`src/sv/qrs_div_cell.sv`:
```
// One step of the restoring divider: one quotient bit per cell.
module qrs_div_cell #(
   parameter int NUM_WIDTH = 64,
   parameter int DEN_WIDTH = 16,
   parameter int STEP = 0
) (
   input  logic                 clock,
   input  logic                 reset,
   input  logic                 valid_in,
   input  logic [NUM_WIDTH-1:0] num_in,
   input  logic [DEN_WIDTH-1:0] den_in,
   input  logic [DEN_WIDTH:0]   rem_in,
   output logic                 valid_out,
   output logic [NUM_WIDTH-1:0] num_out,
   output logic [DEN_WIDTH-1:0] den_out,
   output logic [DEN_WIDTH:0]   rem_out
);
   localparam int BIT = NUM_WIDTH - 1 - STEP;

   logic [DEN_WIDTH+1:0] rem_w;
   logic [DEN_WIDTH:0]   rem_in_w;
   logic [NUM_WIDTH-1:0] num_in_w;
   logic                 valid_ff;
   logic [NUM_WIDTH-1:0] num_ff;
   logic [DEN_WIDTH-1:0] den_ff;
   logic [DEN_WIDTH:0]   rem_ff;

   // The quotient bit replaces the consumed numerator bit in place.
   always_comb begin
      rem_w    = {rem_in, num_in[BIT]};
      num_in_w = num_in;
      if (rem_w >= {2'b00, den_in}) begin
         rem_in_w      = (DEN_WIDTH + 1)'(rem_w - {2'b00, den_in});
         num_in_w[BIT] = 1'b1;
      end else begin
         rem_in_w      = (DEN_WIDTH + 1)'(rem_w);
         num_in_w[BIT] = 1'b0;
      end
   end

   always_ff @(posedge clock) begin
      if (reset) valid_ff <= 1'b0;
      else valid_ff <= valid_in;
      num_ff <= num_in_w;
      den_ff <= den_in;
      rem_ff <= rem_in_w;
   end

   assign valid_out = valid_ff;
   assign num_out   = num_ff;
   assign den_out   = den_ff;
   assign rem_out   = rem_ff;
endmodule
```
`config.mk`:
```
export PLATFORM = sky130hd
export DESIGN_NAME = qrs_div_cell
export DESIGN_NICKNAME = d
export VERILOG_FILES = /design/src/sv/qrs_div_cell.sv
export SDC_FILE = /design/constraint.sdc
export NUM_CORES = 1
export LEC_CHECK = 0
export BUFFER_PORTS_ARGS = -buffer_cell sky130_fd_sc_hd__buf_4
export CAP_MARGIN = 20
export CORE_UTILIZATION = 37
export CTS_CLUSTER_DIAMETER = 200
export DETAILED_ROUTE_END_ITERATION = 6
export GPL_TIMING_DRIVEN = 0
export PLACE_DENSITY = 0.77
export SETUP_SLACK_MARGIN = 0.4
export SYNTH_ARGS = -nofsm -noshare
export SYNTH_HDL_FRONTEND = slang
export SYNTH_SLANG_ARGS = --single-unit
```
`constraint.sdc`:
```
create_clock -name clock -period 2.6 [get_ports clock]
set_input_delay 0.52 -clock clock [delete_from_list [all_inputs] [get_ports clock]]
set_output_delay 0.52 -clock clock [all_outputs]
set_load 0.02 [all_outputs]
```
==> results.cfg <==
[routing]
drt_iter0_markers = 77
via_count = 2662
drc_errors = 0
dr.pass1.iters = 4
routed_via_density = 4.56
wirelength_mm = 8.81
drtAntennaViolNets = 0
drt-wirelength-per-cell_um = 15.1

[sta]
timing.final.ws_setup_ns = 0.270
setup-violations-final = 0
slew_viol_final = 0
fin_crit_sh_pct = 89.6
clock.fmax_mhz = 429
min_period_ns = 2.33
slew_headroom_pct = 61.4
rsz0062_at_grt = true
finalHoldViolations = 0
setup_tns_ns = 0
tightest_slew_ns = 0.575

[worst_setup_path]
critPathArrivalTime_ns = 2.57
cp_max_fo = 5
cp-start-kind = primary input
endpoint_kind = flip-flop
crit_start = num_in[63]
crit_required_ns = 2.84
endpoint = rem_out[14]$_DFF_P_
criticalPathCategory = in -> reg

[pwr]
p_leak_nw = 2.49
switching_share_pct = 28.9
combPwrFrac_pct = 24.2
power.total_mw = 3.43
p_int_mw = 2.44
pwr-share-seq_pct = 48.4
p_per_area_nw_per_um2 = 678
power.switching_uw = 991
peakVddDrop_mv = 0.309
p_clk_share_pct = 27.4

[yosys]
syn_nets = 375
yosysWarnings = 0
seq_area_frac_synth_pct = 64.6
syn-cell-area_um2 = 3040
syn_inst = 258
netlist-cell-type-count = 37
syn_area_per_cell_um2 = 11.8
ys_seq_elements = 98

[global_route]
grt_max_degree = 19
antenna_found_initial = 0
grt_overflow_total = 0
grt_usage_pct = 20.6
grt_pass1_wl_mm = 13.2
grt_pass1_vias = 2537

[placement]
place_ws_ns = -0.286
place.gp.congestion = 0.798
dp_hpwl_mm = 6.82
portBuffers = 197

[layout]
syn_to_final_growth_pct = 66.6
final_cell_mix = buf_4 (203), dfxtp_1 (98), inv_1 (19)
fin_util_pct = 64.5
final_common_cell = buf_4
layout.nets = 594
drive_gt1_share_pct = 52.3
antennaDiodeCount = 0
fillers = 654

[run_status]
status = finished, final reports clean

[clock_tree]
clockRootBuffer = clkbuf_8
clkTransAtPathRegs_ns = 0.10
clk_path_buf_depth = 2
cts_buffers = 9
htree_num_levels = 3
clock_sinks = 98
cts_tree = built

[floorplanning]
core_area_um2 = 7850
die_h_um = 92.6
initial_core_util_pct = 38.7
die_area_um2 = 8570
rows = 32
ios = 198
die_w_um = 92.6

[hold_path]
hold_class = in -> reg
hold_start = num_in[15]

[job]
drv_cap = 0
## stage by stage
step / hold slack, ns / cells / cell area, µm²
final: 0.256 / 584 / 5060
after detailed placement: 0.626 / 557 / 4670
after global placement: 0.625 / 557 / 4670
after global routing: 0.219 / 584 / 5060
after floorplan: 0.548 / 258 / 3070
after CTS: 0.239 / 583 / 5010
## metal layers
| layer | global-route usage [%] | share of wire (%) | vias to the layer above |
|---|---|---|---|
| met2 | 37.7 | 54 | 121 |
| met4 | 8.33 | 2.3 | 0 |
| met1 | 20.7 | 34 | 1222 |
| met5 | 0 | 0 | - |
| li1 | - | - | 1307 |
| met3 | 7.96 | 9.7 | 12 |
## worst min path at each step
stage,endpoint,cells after the start
final,num_out[15]$_DFF_P_,1
after global routing,num_out[15]$_DFF_P_,1
after CTS,num_out[11]$_DFF_P_,1
after detailed placement,num_out[59]$_DFF_P_,1
after global placement,num_out[27]$_DFF_P_,1
after floorplan,den_out[0]$_DFF_P_,0
## state kept, by name, indices dropped and copies added, names as in the netlist
| name | flops |
|---|---|
| num_out | 64 |
| den_out | 16 |
| rem_out | 17 |
| valid_out | 1 |
## cell usage after synthesis
| cell | instances | area, µm² |
|---|---|---|
| xnor2_1 | 5 | 43.8 |
| a31oi_1 | 1 | 6.26 |
| nand4_1 | 3 | 18.8 |
| o22ai_1 | 1 | 6.26 |
| nand3_4 | 1 | 17.5 |
| o21a_1 | 2 | 15.0 |
| nor2b_1 | 2 | 12.5 |
| mux2_2 | 6 | 67.6 |
| clkbuf_1 | 2 | 7.51 |
| a211oi_1 | 6 | 45.0 |
| and3_1 | 1 | 6.26 |
| nand2b_1 | 3 | 18.8 |
| o211ai_1 | 2 | 15.0 |
| o31ai_1 | 1 | 7.51 |
| a41o_1 | 1 | 10.0 |
| o41a_1 | 1 | 11.3 |
| o31a_1 | 1 | 8.76 |
| o32ai_1 | 1 | 8.76 |
| buf_6 | 1 | 11.3 |
| nand2_1 | 11 | 41.3 |
| mux2_4 | 2 | 30.0 |
| fa_1 | 1 | 20.0 |
| xor2_1 | 7 | 61.3 |
| ha_1 | 16 | 200 |
| buf_2 | 2 | 10.0 |
| o21bai_1 | 1 | 7.51 |
| nor2_1 | 21 | 78.8 |
| nor3_1 | 3 | 15.0 |
| a21oi_1 | 16 | 80.1 |
| o21ai_0 | 10 | 50.1 |
| o2bb2ai_1 | 1 | 8.76 |
| a21o_1 | 3 | 22.5 |
| o211ai_2 | 1 | 12.5 |
| inv_1 | 21 | 78.8 |
| dfxtp_1 | 98 | 1960 |
| a221o_1 | 1 | 10.0 |
| nand3_1 | 2 | 10.0 |
## worst max-delay path, cell delays in order
cell	delay, ns
buf_12	0.11
inv_12	0.04
ha_4	0.12
inv_2	0.03
fa_2	0.33
a21o_1	0.21
a221o_1	0.39
o211ai_2	0.22
nand3_4	0.15
buf_8	0.18
mux2_4	0.29
## power groups by stage
stage | sequential (mW) | combinational [mW] | clock, mW
CTS | 1.66 | 0.817 | 0.975
global route | 1.68 | 0.891 | 1.05
finish | 1.66 | 0.830 | 0.940
global placement | 1.69 | 0.761 | 0
detailed placement | 1.70 | 0.773 | 0
floorplan | 1.86 | 0.233 | 0
## logic make-up (layout without fill, tap and decap cells)
group,after synthesis,after routing,synth area share (%)
buffers and inverters,26,250,3.54
adders and majority gates,17,17,7.25
AOI/OAI and AO/OA,50,50,10.7
DFF,98,98,64.6
muxes,8,8,3.21
xor gates and xnor gates,12,12,3.46
and+or+nand+nor,47,47,7.21
## area by class of cell
cell class	instances	area (µm²)	area share [%]
buffer	5	35.0	0.692
clock buffer	10	138	2.72
clock inverter	6	56.3	1.11
inverter	21	91.3	1.81
multi-input combinational	134	1040	20.5
sequential	98	1960	38.8
tap	102	128	2.52
timing repair buffer	208	1610	31.9
## what timing repair did
action | 4_1_cts | 5_1_grt
pin swaps | 7 | 1
hold buffers | 0 | 0
gates resized for setup | 9 | 13
endpoints found under the setup margin | 18 | 17
gates cloned | 1 | 0
buffers inserted | 9 | 1
No activity file was read; power rests on OpenSTA's default activity.
