$ cat src/sv/qrs_sqrt_cell.sv
// One step of the restoring square root: takes two radicand bits, emits one root bit.
module qrs_sqrt_cell #(
   parameter int RAD_WIDTH = 64,
   parameter int STEP = 0
) (
   input  logic                   clock,
   input  logic                   reset,
   input  logic                   valid_in,
   input  logic [RAD_WIDTH-1:0]   rad_in,
   input  logic [RAD_WIDTH/2:0]   rem_in,
   input  logic [RAD_WIDTH/2-1:0] root_in,
   output logic                   valid_out,
   output logic [RAD_WIDTH-1:0]   rad_out,
   output logic [RAD_WIDTH/2:0]   rem_out,
   output logic [RAD_WIDTH/2-1:0] root_out
);
   localparam int RW = RAD_WIDTH / 2 + 1;
   localparam int SH = RAD_WIDTH - 2 - 2 * STEP;

   logic [RW+1:0] rem_w;
   logic [RW+1:0] trial;
   logic          valid_ff;
   logic [RAD_WIDTH-1:0]   rad_ff;
   logic [RAD_WIDTH/2:0]   rem_ff, rem_in_w;
   logic [RAD_WIDTH/2-1:0] root_ff, root_in_w;

   always_comb begin
      rem_w = {rem_in, rad_in[SH +: 2]};
      trial = (RW + 2)'({root_in, 2'b01});
      if (rem_w >= trial) begin
         rem_in_w  = RW'(rem_w - trial);
         root_in_w = {root_in[RAD_WIDTH/2-2:0], 1'b1};
      end else begin
         rem_in_w  = RW'(rem_w);
         root_in_w = {root_in[RAD_WIDTH/2-2:0], 1'b0};
      end
   end

   always_ff @(posedge clock) begin
      if (reset) valid_ff <= 1'b0;
      else valid_ff <= valid_in;
      rad_ff  <= rad_in;
      rem_ff  <= rem_in_w;
      root_ff <= root_in_w;
   end

   assign valid_out = valid_ff;
   assign rad_out   = rad_ff;
   assign rem_out   = rem_ff;
   assign root_out  = root_ff;
endmodule

$ cat config.mk
export PLATFORM = sky130hd
export DESIGN_NAME = qrs_sqrt_cell
export DESIGN_NICKNAME = d
export VERILOG_FILES = /design/src/sv/qrs_sqrt_cell.sv
export SDC_FILE = /design/constraint.sdc
export NUM_CORES = 1
export LEC_CHECK = 0
export ABC_AREA = 1
export BUFFER_PORTS_ARGS = -buffer_cell sky130_fd_sc_hd__clkbuf_2
export CAP_MARGIN = 20
export CORE_MARGIN = 3
export CORE_UTILIZATION = 40
export CTS_BUF_LIST = sky130_fd_sc_hd__clkbuf_4
export CTS_CLUSTER_SIZE = 20
export DETAILED_ROUTE_END_ITERATION = 7
export GPL_ROUTABILITY_DRIVEN = 0
export PLACE_DENSITY = 0.8
export SLEW_MARGIN = 25
export SYNTH_ARGS = -nofsm -noshare
export SYNTH_HDL_FRONTEND = slang
export SYNTH_SLANG_ARGS = --single-unit
$ cat constraint.sdc
create_clock -name clock -period 2 [get_ports clock]
set_input_delay 0 -clock clock [delete_from_list [all_inputs] [get_ports clock]]
set_output_delay 0 -clock clock [all_outputs]
set_load 0.005 [all_outputs]
==> run metrics, run 1 <==
data required time of the worst path around 2500 ps; time the worst path needs with I/O delays and setup between 1500 and 2000 ps; sequential share of the synthesized area 0.448; CP Capture Type flop; most common cell after layout, fill and taps aside sky130_fd_sc_hd__nand2_1; highest-count cells in the layout ignoring fill and taps sky130_fd_sc_hd__nand2_1 (327), sky130_fd_sc_hd__clkbuf_2 (261), sky130_fd_sc_hd__inv_1 (157); count of unique library cells instantiated by Yosys 26; Bufs and invs on worst path 3; number of cells after detailed placement roughly 1,300; total grt overflow 0; post-synthesis instance total just over 800; Core Region 14,000 µm²; total number of clock tree sinks 130; TritonCTS buffer count 17; result of the run completed; DR WL/cell ~14 µm; number of buffers inserted to repair setup after CTS 0; first-pass detailed-route iteration total 6; aggregate global-route resource usage 0.251; antenna cells 0; Warnings, synthesis 0; number of vias in the routed layout between 6,000 and 7,000; worst path setup slack after routing 154 ps; CTS tree done; via count of the first global-routing pass roughly 6,500; cell area power density slightly above 700 nW/µm²; die footprint 16,000 µm²; Mapped Area 5810 µm²; Worst Hold Launch rad_in[22]; pins over their slew limit 0; number of nets in the final layout between 1,000 and 1,500; number of ports placed on the die boundary 262; Relative slew margins 0.745; setup TNS 0 ps; CP top delay family simple AND/OR/NAND/NOR gates; Clock Tree Buf Depth 2; Setup Slack @ Placement around 120 ps; residual DRC count 0; routed wire length just over 20 mm; syn nets approximately 990; number of routed nets with antenna violations 0; RSZ-0062 raised after global routing false; synthesis-to-layout area growth 53.1%; largest fanout on the critical path 5; tightest hold margin approximately 70 ps; largest net degree at the start of global routing 33; area of all placed cells without fillers ~9000 µm²; Tightest Pin Transition 380 ps; worst min path class in -> reg; placed cell areas ~7300 µm²; Largest stage delay, worst path 540 ps; most common cell type on the critical path sky130_fd_sc_hd__nand2_1; die span in x ~130 µm; critical path class in -> reg; Vias/cell around 4.6; Worst Setup Start Kind input port; synthesized flop and latch total 130; Data arrival, critical path roughly 2300 ps; vertical die dimension between 100 and 150 µm; critical-path cell with the highest stage delay sky130_fd_sc_hd__dlygate4sd3_1; mean instance size in the synthesized netlist 7.09 µm²; clock edge transition at the registers on the reported setup and hold paths about 140 ps; final std cells w/o fill approximately 1,400; Hold Vio Cnt, Final 0; share of post-route cells with drive strength above 1 0.258; Root Driver sky130_fd_sc_hd__clkbuf_4; max-capacitance violation count 0; cells along the critical path dlygate4sd3_1 -> clkbuf_2 -> ha_1 -> nand2_1 -> nor2_1 -> inv_1 -> nor3_1 -> and2_1 -> nand2_1 -> nand2_1 -> nand2_1 -> nand3_1 -> nand2_1; H-tree depth 4; global-route wire length before repair 32.1 mm; starting density of the core 0.414; maximum clock rate ~0.54 GHz; number of antenna violations at the first check in global routing 0; crit path launch rem_in[21]; number of setup violations in the final report 0; total of buffers placed on input and output ports roughly 260; total number of placement rows 43; Lkg Pwr a little over 0.005 µW; period utilisation layout 0.923; number of DRC markers in iteration 0 between 300 and 400; maximum vdd drop between 0.0003 and 0.0004 V; Detail Placement HPWL about 14 mm; number of fill cells approximately 1,200
state kept, by name, indices dropped and copies added, names as in the netlist:
name	cells
rad_out	64
rem_out	33
root_out	32
valid_out	1
layer usage:
| layer | track usage | part of all wire | vias up |
|---|---|---|---|
| met1 | 0.277 | 0.38 | 2887 |
| met4 | 0.111 | 0.040 | 0 |
| li1 | - | - | 3271 |
| met5 | 0 | 0 | - |
| met3 | 0.0568 | 0.064 | 59 |
| met2 | 0.459 | 0.51 | 304 |
final timing paths:
kind                      end  slack [ps]  cells past startpoint
hold / removal    rad_out[22]          70                      2
setup / recovery  rem_out[29]         150                     13
cells in the mapped netlist:
library cell	count	area share
sky130_fd_sc_hd__dfxtp_1	130	0.45
sky130_fd_sc_hd__nand4_1	5	0.0054
sky130_fd_sc_hd__buf_6	3	0.0058
sky130_fd_sc_hd__inv_4	1	0.0011
sky130_fd_sc_hd__ha_1	34	0.073
sky130_fd_sc_hd__and2_1	7	0.0075
sky130_fd_sc_hd__nor2_1	37	0.024
sky130_fd_sc_hd__inv_2	4	0.0026
sky130_fd_sc_hd__nor2_2	6	0.0065
sky130_fd_sc_hd__nor3_1	9	0.0078
sky130_fd_sc_hd__a21o_1	1	0.0013
sky130_fd_sc_hd__nand3_1	40	0.034
sky130_fd_sc_hd__and3_1	1	0.0011
sky130_fd_sc_hd__buf_4	3	0.0039
sky130_fd_sc_hd__nand2_1	327	0.21
sky130_fd_sc_hd__o21ai_1	1	0.00086
sky130_fd_sc_hd__nand3b_1	9	0.012
sky130_fd_sc_hd__a21oi_1	21	0.018
sky130_fd_sc_hd__inv_1	157	0.10
sky130_fd_sc_hd__nand2_8	1	0.0034
sky130_fd_sc_hd__o211a_1	1	0.0017
sky130_fd_sc_hd__nand2_2	3	0.0032
sky130_fd_sc_hd__nand3_2	1	0.0017
sky130_fd_sc_hd__xor2_1	14	0.021
sky130_fd_sc_hd__or2_2	2	0.0022
sky130_fd_sc_hd__o21ai_0	1	0.00086
report_power, final:
part	leakage, µW	switching (µW)	internal, µW	total, µW
Combinational	0.00390	892	734	1630
Sequential	0.00110	71.0	2830	2900
Clock	0.000145	1180	556	1740
Total	0.00514	2150	4120	6260
cell families (layout without fill, tap and decap cells):
logic type / after synthesis / count (layout) / share of synthesized area
adder cells (fa/ha/maj): 34 / 34 / 0.0732
XOR/XNOR: 14 / 14 / 0.0211
flip-flops: 130 / 130 / 0.448
AO/OA/AOI/OAI: 25 / 25 / 0.0228
AND/OR/NAND/NOR: 448 / 448 / 0.320
buffers and inverters: 168 / 588 / 0.115
cell type report:
type                       instances  area [µm²]  share of cell area
clock inverter                    15         140              0.0158
tap                              180         225              0.0253
multi-input combinational        521        2560               0.288
timing repair buffer             394        2630               0.295
clock buffer                      17         128              0.0143
inverter                         162         616              0.0692
sequential                       130        2600               0.293
metrics by stage:
stage | power (µW) | util
2_1_floorplan | 3720 | -
3_3_place_gp | 4300 | 0.521
3_5_place_dp | 4330 | 0.521
4_1_cts | 6240 | 0.632
5_1_grt | 6610 | 0.634
6_report | 6260 | 0.634
repair_timing:
action / CTS / global route
endpoints found under the setup margin: 0 / 32
resized for setup: 0 / 6
hold endpoints to repair: 129 / 0
hold buffers: 128 / 0
No activity file was read; power rests on OpenSTA's default activity.
==> inputs of run 2 (changes only) <==
REMOVE_ABC_BUFFERS = 1   (was unset)
==> run 2 against run 1 <==
Against the previous run: design area is 0.56% higher; non-clock buffer count is 1 lower; global-route usage down 0.79 points; setup slack worse by 38 ps; maximum frequency down 2.0%; critical endpoint is now rem_out[1]; largest cell class unchanged.
==> run metrics, run 2 (synthesis results as in run 1) <==
maximum vdd drop 0.000624 V (was 0.000358 V); starting density of the core 0.414 (unchanged); clock edge transition at the registers on the reported setup and hold paths 140 ps (about the same); worst path setup slack after routing 116 ps (was 154 ps); flip-flop count of the largest register, all copies and words added 64 (unchanged); Hold Vio Cnt, Final 0 (unchanged); number of ports placed on the die boundary 262 (unchanged); Detail Placement HPWL 13.7 mm (was 14.2 mm); Core Region 14,000 µm² (unchanged); total of buffers placed on input and output ports 261 (unchanged); area of all placed cells without fillers 8950 µm² (was 8900 µm²); tightest hold margin 81.4 ps (was 69.7 ps); highest-count cells in the layout ignoring fill and taps sky130_fd_sc_hd__nand2_1 (327), sky130_fd_sc_hd__clkbuf_2 (261), sky130_fd_sc_hd__inv_1 (157) (unchanged); critical path class in -> reg (unchanged); Relative slew margins 0.776 (was 0.745); H-tree depth 4 (unchanged); Clock Tree Buf Depth 2 (unchanged); total number of clock tree sinks 130 (unchanged); residual DRC count 0 (unchanged); share of post-route cells with drive strength above 1 0.260 (was 0.258); die footprint 16,000 µm² (unchanged); Root Driver sky130_fd_sc_hd__clkbuf_4 (unchanged); number of antenna violations at the first check in global routing 1 (was 0); Lkg Pwr 0.00515 µW (was 0.00514 µW); number of vias in the routed layout 6,445 (was 6,521); number of nets in the final layout 1,392 (unchanged); period utilisation layout 0.942 (was 0.923); maximum clock rate 0.531 GHz (was 0.542 GHz); number of DRC markers in iteration 0 408 (was 378); aggregate global-route resource usage 0.243 (was 0.251); Tightest Pin Transition 333 ps (was 380 ps); Worst Setup Start Kind input port (unchanged); max-capacitance violation count 0 (unchanged); Data arrival, critical path 2310 ps (was 2300 ps); placed cell areas 7310 µm² (was 7320 µm²); time the worst path needs with I/O delays and setup 1880 ps (was 1850 ps); worst min path class in -> reg (unchanged); largest net degree at the start of global routing 33 (unchanged); number of setup violations in the final report 0 (unchanged); DR WL/cell 13.9 µm (was 14.3 µm); Setup Slack @ Placement 54.6 ps (was 116 ps); routed wire length 19.8 mm (was 20.2 mm); number of cells after detailed placement 1,258 (was 1,259); largest fanout on the critical path 11 (was 5); vertical die dimension 127 µm (unchanged); number of buffers inserted to repair setup after CTS 0 (unchanged); total number of placement rows 43 (unchanged); most common cell after layout, fill and taps aside sky130_fd_sc_hd__nand2_1 (unchanged); cell area power density 706 nW/µm² (was 704 nW/µm²); die span in x 127 µm (unchanged); result of the run completed (unchanged); global-route wire length before repair 31.2 mm (was 32.1 mm); synthesis-to-layout area growth 54.0% (was 53.1%); TritonCTS buffer count 17 (unchanged); first-pass detailed-route iteration total 5 (was 6); pins over their slew limit 0 (unchanged); data required time of the worst path 2430 ps (was 2460 ps); via count of the first global-routing pass 6,283 (was 6,463); total grt overflow 0 (unchanged); final std cells w/o fill 1,422 (was 1,419); Vias/cell 4.53 (was 4.60); CTS tree done (unchanged); number of routed nets with antenna violations 0 (unchanged); CP Capture Type flop (unchanged); overall power consumption 6310 µW (was 6260 µW)
==> run 2: cell types whose count changed in the layout (fill, tap and decap cells not counted), sizes merged <==
| cell | before | now |
|---|---|---|
| buf | 5 | 4 |
| bufinv | 0 | 1 |
| clkbuf | 278 | 279 |
| clkinv | 3 | 1 |
| clkinvlp | 2 | 4 |
| diode | 0 | 3 |
| inv | 172 | 170 |
| nand2 | 331 | 332 |
==> run 2: final cells by class <==
| type | instances | area (µm²) |
|---|---|---|
| fillers | 1173 | 5100 |
| repair buffers | 393 | 2620 |
| flip-flops and latches | 130 | 2600 |
| multi-input cells | 522 | 2600 |
| inverters | 162 | 616 |
| well taps | 180 | 225 |
| clock inverters | 14 | 146 |
| clock buffers | 18 | 135 |
| diodes | 3 | 7.51 |
==> run 2: metal layers <==
layer	track usage	up-vias	part of all wire
met3	0.0564	44	0.059
met5	0	-	0
met4	0.0902	0	0.031
met1	0.260	2872	0.38
met2	0.462	255	0.53
li1	-	3274	-
==> run 2: report_power, final <==
group / internal, µW / switching, µW
combinational: 735 / 891
sequential: 2830 / 71.0
clock: 674 / 1120
total: 4240 / 2080
==> run 2: worst paths after layout <==
path / from / end / slack (ps) / cells after the start
hold / removal: rad_in[59] / rad_out[59] / 80 / 2
setup / recovery: root_in[16] / rem_out[1] / 120 / 17
==> run 2: what timing repair did <==
action	in CTS	in global routing
gates resized for setup	0	10
endpoints found under the hold margin	129	0
setup endpoints to repair	0	33
hold buffers	128	0
==> run 2: critical path: stages <==
cell	delay (ps)
sky130_fd_sc_hd__dlygate4sd3_1	560
sky130_fd_sc_hd__clkbuf_2	130
sky130_fd_sc_hd__inv_1	50
sky130_fd_sc_hd__ha_1	350
sky130_fd_sc_hd__nand2_1	140
sky130_fd_sc_hd__inv_2	50
sky130_fd_sc_hd__nand2_1	60
sky130_fd_sc_hd__nand2_1	80
sky130_fd_sc_hd__inv_1	70
sky130_fd_sc_hd__nand2_1	70
sky130_fd_sc_hd__inv_1	90
sky130_fd_sc_hd__nand3_2	110
sky130_fd_sc_hd__nand2_4	120
sky130_fd_sc_hd__nand2_8	110
sky130_fd_sc_hd__buf_4	200
sky130_fd_sc_hd__nand2_1	60
sky130_fd_sc_hd__o21ai_0	80
==> run 2: stage by stage <==
stage / setup TNS [ps] / utilization
after floorplan: 0 / -
after global placement: 0 / 0.521
after detailed placement: 0 / 0.521
after CTS: 0 / 0.632
after global routing: -6.51 / 0.637
final: 0 / 0.637
==> inputs of run 3 (changes only) <==
PLACE_DENSITY = 0.7   (was 0.8)
==> run 3 against run 2 <==
Against the previous run: routed wire length fell by 1.5%; design area barely moved; sequential cell count is the same; sequential share of layout area about the same; power shrank 0.13%; count of clock-buffer cells in the layout stayed put; critical path type unchanged; largest cell class unchanged; largest power group unchanged; highest routed layer unchanged.
==> run metrics, run 3 (synthesis results as in run 1) <==
result of the run completed (unchanged); total number of clock tree sinks 130 (unchanged); synthesis-to-layout area growth 54.1% (was 54.0%); number of stages on the worst hold path 2 (unchanged); die footprint 16,000 µm² (unchanged); Clock Tree Buf Depth 2 (unchanged); data required time of the worst path 2450 ps (was 2430 ps); total of buffers placed on input and output ports 261 (unchanged); Core Region 14,000 µm² (unchanged); Detail Placement HPWL 13.7 mm (about the same); area used by multi-input combinational logic 2570 µm² (was 2600 µm²); critical path class in -> reg (unchanged); CP Capture Type flop (unchanged); most common cell after layout, fill and taps aside sky130_fd_sc_hd__nand2_1 (unchanged); overall power consumption 6310 µW (about the same); Hold Vio Cnt, Final 0 (unchanged); H-tree depth 4 (unchanged); max-capacitance violation count 0 (unchanged); DR WL/cell 13.7 µm (was 13.9 µm); first-pass detailed-route iteration total 5 (unchanged); number of DRC markers in iteration 0 358 (was 408); tightest hold margin 81.6 ps (was 81.4 ps); Tightest Pin Transition 354 ps (was 333 ps); power dissipated by switching net loads 2060 µW (was 2080 µW); post-layout utilization of the core 0.638 (was 0.637); Lkg Pwr 0.00516 µW (was 0.00515 µW); time the worst path needs with I/O delays and setup 1950 ps (was 1880 ps); Worst Setup Start Kind input port (unchanged); pins over their slew limit 0 (unchanged); largest fanout on the critical path 16 (was 11); fraction of power spent switching nets 0.327 (was 0.329); setup TNS 0 ps (unchanged); Root Driver sky130_fd_sc_hd__clkbuf_4 (unchanged); Relative slew margins 0.762 (was 0.776); flip-flop count of the largest register, all copies and words added 64 (unchanged); total number of placement rows 43 (unchanged); period utilisation layout 0.976 (was 0.942); largest net degree at the start of global routing 33 (unchanged); worst min path class in -> reg (unchanged); final std cells w/o fill 1,421 (was 1,422); Vias/cell 4.43 (was 4.53); vertical die dimension 127 µm (unchanged); CTS tree done (unchanged); starting density of the core 0.414 (unchanged); antenna cells 0 (was 3); aggregate global-route resource usage 0.242 (was 0.243); fraction of power consumed by sequential logic 0.459 (about the same); internal power component 4240 µW (about the same); TritonCTS buffer count 17 (unchanged); clock edge transition at the registers on the reported setup and hold paths 140 ps (about the same); via count of the first global-routing pass 6,368 (was 6,283); number of vias in the routed layout 6,302 (was 6,445); clock share of power 0.283 (was 0.284); number of routed nets with antenna violations 0 (unchanged); residual DRC count 0 (unchanged); number of fill cells 1,247 (was 1,173); number of antenna violations at the first check in global routing 0 (was 1); FF/Latch Area 2600 µm² (unchanged); share of post-route cells with drive strength above 1 0.261 (was 0.260); cell area power density 704 nW/µm² (was 706 nW/µm²); die span in x 127 µm (unchanged); Combinational Power Share 0.258 (about the same); maximum vdd drop 0.000354 V (was 0.000624 V); total grt overflow 0 (unchanged); number of ports placed on the die boundary 262 (unchanged); number of setup violations in the final report 0 (unchanged); global-route wire length before repair 31.0 mm (was 31.2 mm); maximum clock rate 0.513 GHz (was 0.531 GHz); number of cells after detailed placement 1,260 (was 1,258); highest-count cells in the layout ignoring fill and taps sky130_fd_sc_hd__nand2_1 (325), sky130_fd_sc_hd__clkbuf_2 (261), sky130_fd_sc_hd__inv_1 (157) (was sky130_fd_sc_hd__nand2_1 (327), sky130_fd_sc_hd__clkbuf_2 (261), sky130_fd_sc_hd__inv_1 (157)); routed wire length 19.5 mm (was 19.8 mm); Data arrival, critical path 2410 ps (was 2310 ps); number of nets in the final layout 1,394 (was 1,392)
## run 3: cell types whose count changed in the layout (fill, tap and decap cells not counted), moves of 2 or more
cell                      previous run  this run
sky130_fd_sc_hd__inv_6               5         8
sky130_fd_sc_hd__diode_2             3         0
sky130_fd_sc_hd__inv_8               4         1
sky130_fd_sc_hd__nand2_1           327       325
sky130_fd_sc_hd__nand2_4             2         0
sky130_fd_sc_hd__nand2_2             2         5
## run 3: layout make-up
class | instances | area share
Sequential cell | 130 | 0.291
Multi-Input combinational cell | 521 | 0.287
Inverter | 162 | 0.0682
Tap cell | 180 | 0.0252
Timing Repair Buffer | 396 | 0.298
Clock buffer | 18 | 0.0151
Clock inverter | 14 | 0.0158
## run 3: routing by layer
layer,GRT usage,vias to the layer above,wire [µm]
li1,-,3272,-
met1,0.269,2743,7780
met2,0.452,247,10000
met3,0.0476,40,1170
met4,0.0896,0,550
met5,0,-,0
## run 3: timing repair
item                       in CTS  in global routing
resized for setup               0                  7
hold buffers                  128                  0
hold endpoints to repair      129                  0
setup endpoints to repair       0                 11
buffers inserted                0                  0
## run 3: path summary, 6_finish.rpt
kind / start / slack [ps] / to
setup / recovery: root_in[15] / 50 / rem_out[19]
hold / removal: rad_in[20] / 80 / rad_out[20]
## run 3: stage by stage
| stage | worst slack [ps] | area (µm²) |
|---|---|---|
| after floorplan | 487 | 5750 |
| after global placement | 85.5 | 7340 |
| after detailed placement | 68.7 | 7340 |
| after CTS | 131 | 8900 |
| after global routing | -22.5 | 8950 |
| final | 49.0 | 8950 |
## run 3: power by group through the flow
stage                     clock, µW  combinational (µW)  sequential [µW]
after CTS                      1820                1590             2890
after floorplan                   0                 722             2980
after global placement            0                1360             2940
after global routing           1950                1820             2920
after detailed placement          0                1380             2950
final                          1780                1630             2890
## run 3: worst max-delay path, cell delays in order
cell and delay, ps:
sky130_fd_sc_hd__dlygate4sd3_1 540, sky130_fd_sc_hd__clkbuf_2 120, sky130_fd_sc_hd__inv_1 50, sky130_fd_sc_hd__ha_1 350, sky130_fd_sc_hd__nand2_1 120, sky130_fd_sc_hd__inv_2 80
sky130_fd_sc_hd__nand2_2 80, sky130_fd_sc_hd__nor2_2 130, sky130_fd_sc_hd__nand4_1 150, sky130_fd_sc_hd__nand3_2 150, sky130_fd_sc_hd__nand2_2 100, sky130_fd_sc_hd__nand2_8 120
sky130_fd_sc_hd__inv_4 60, sky130_fd_sc_hd__buf_12 150, sky130_fd_sc_hd__nand2_1 130, sky130_fd_sc_hd__nand2_1 70
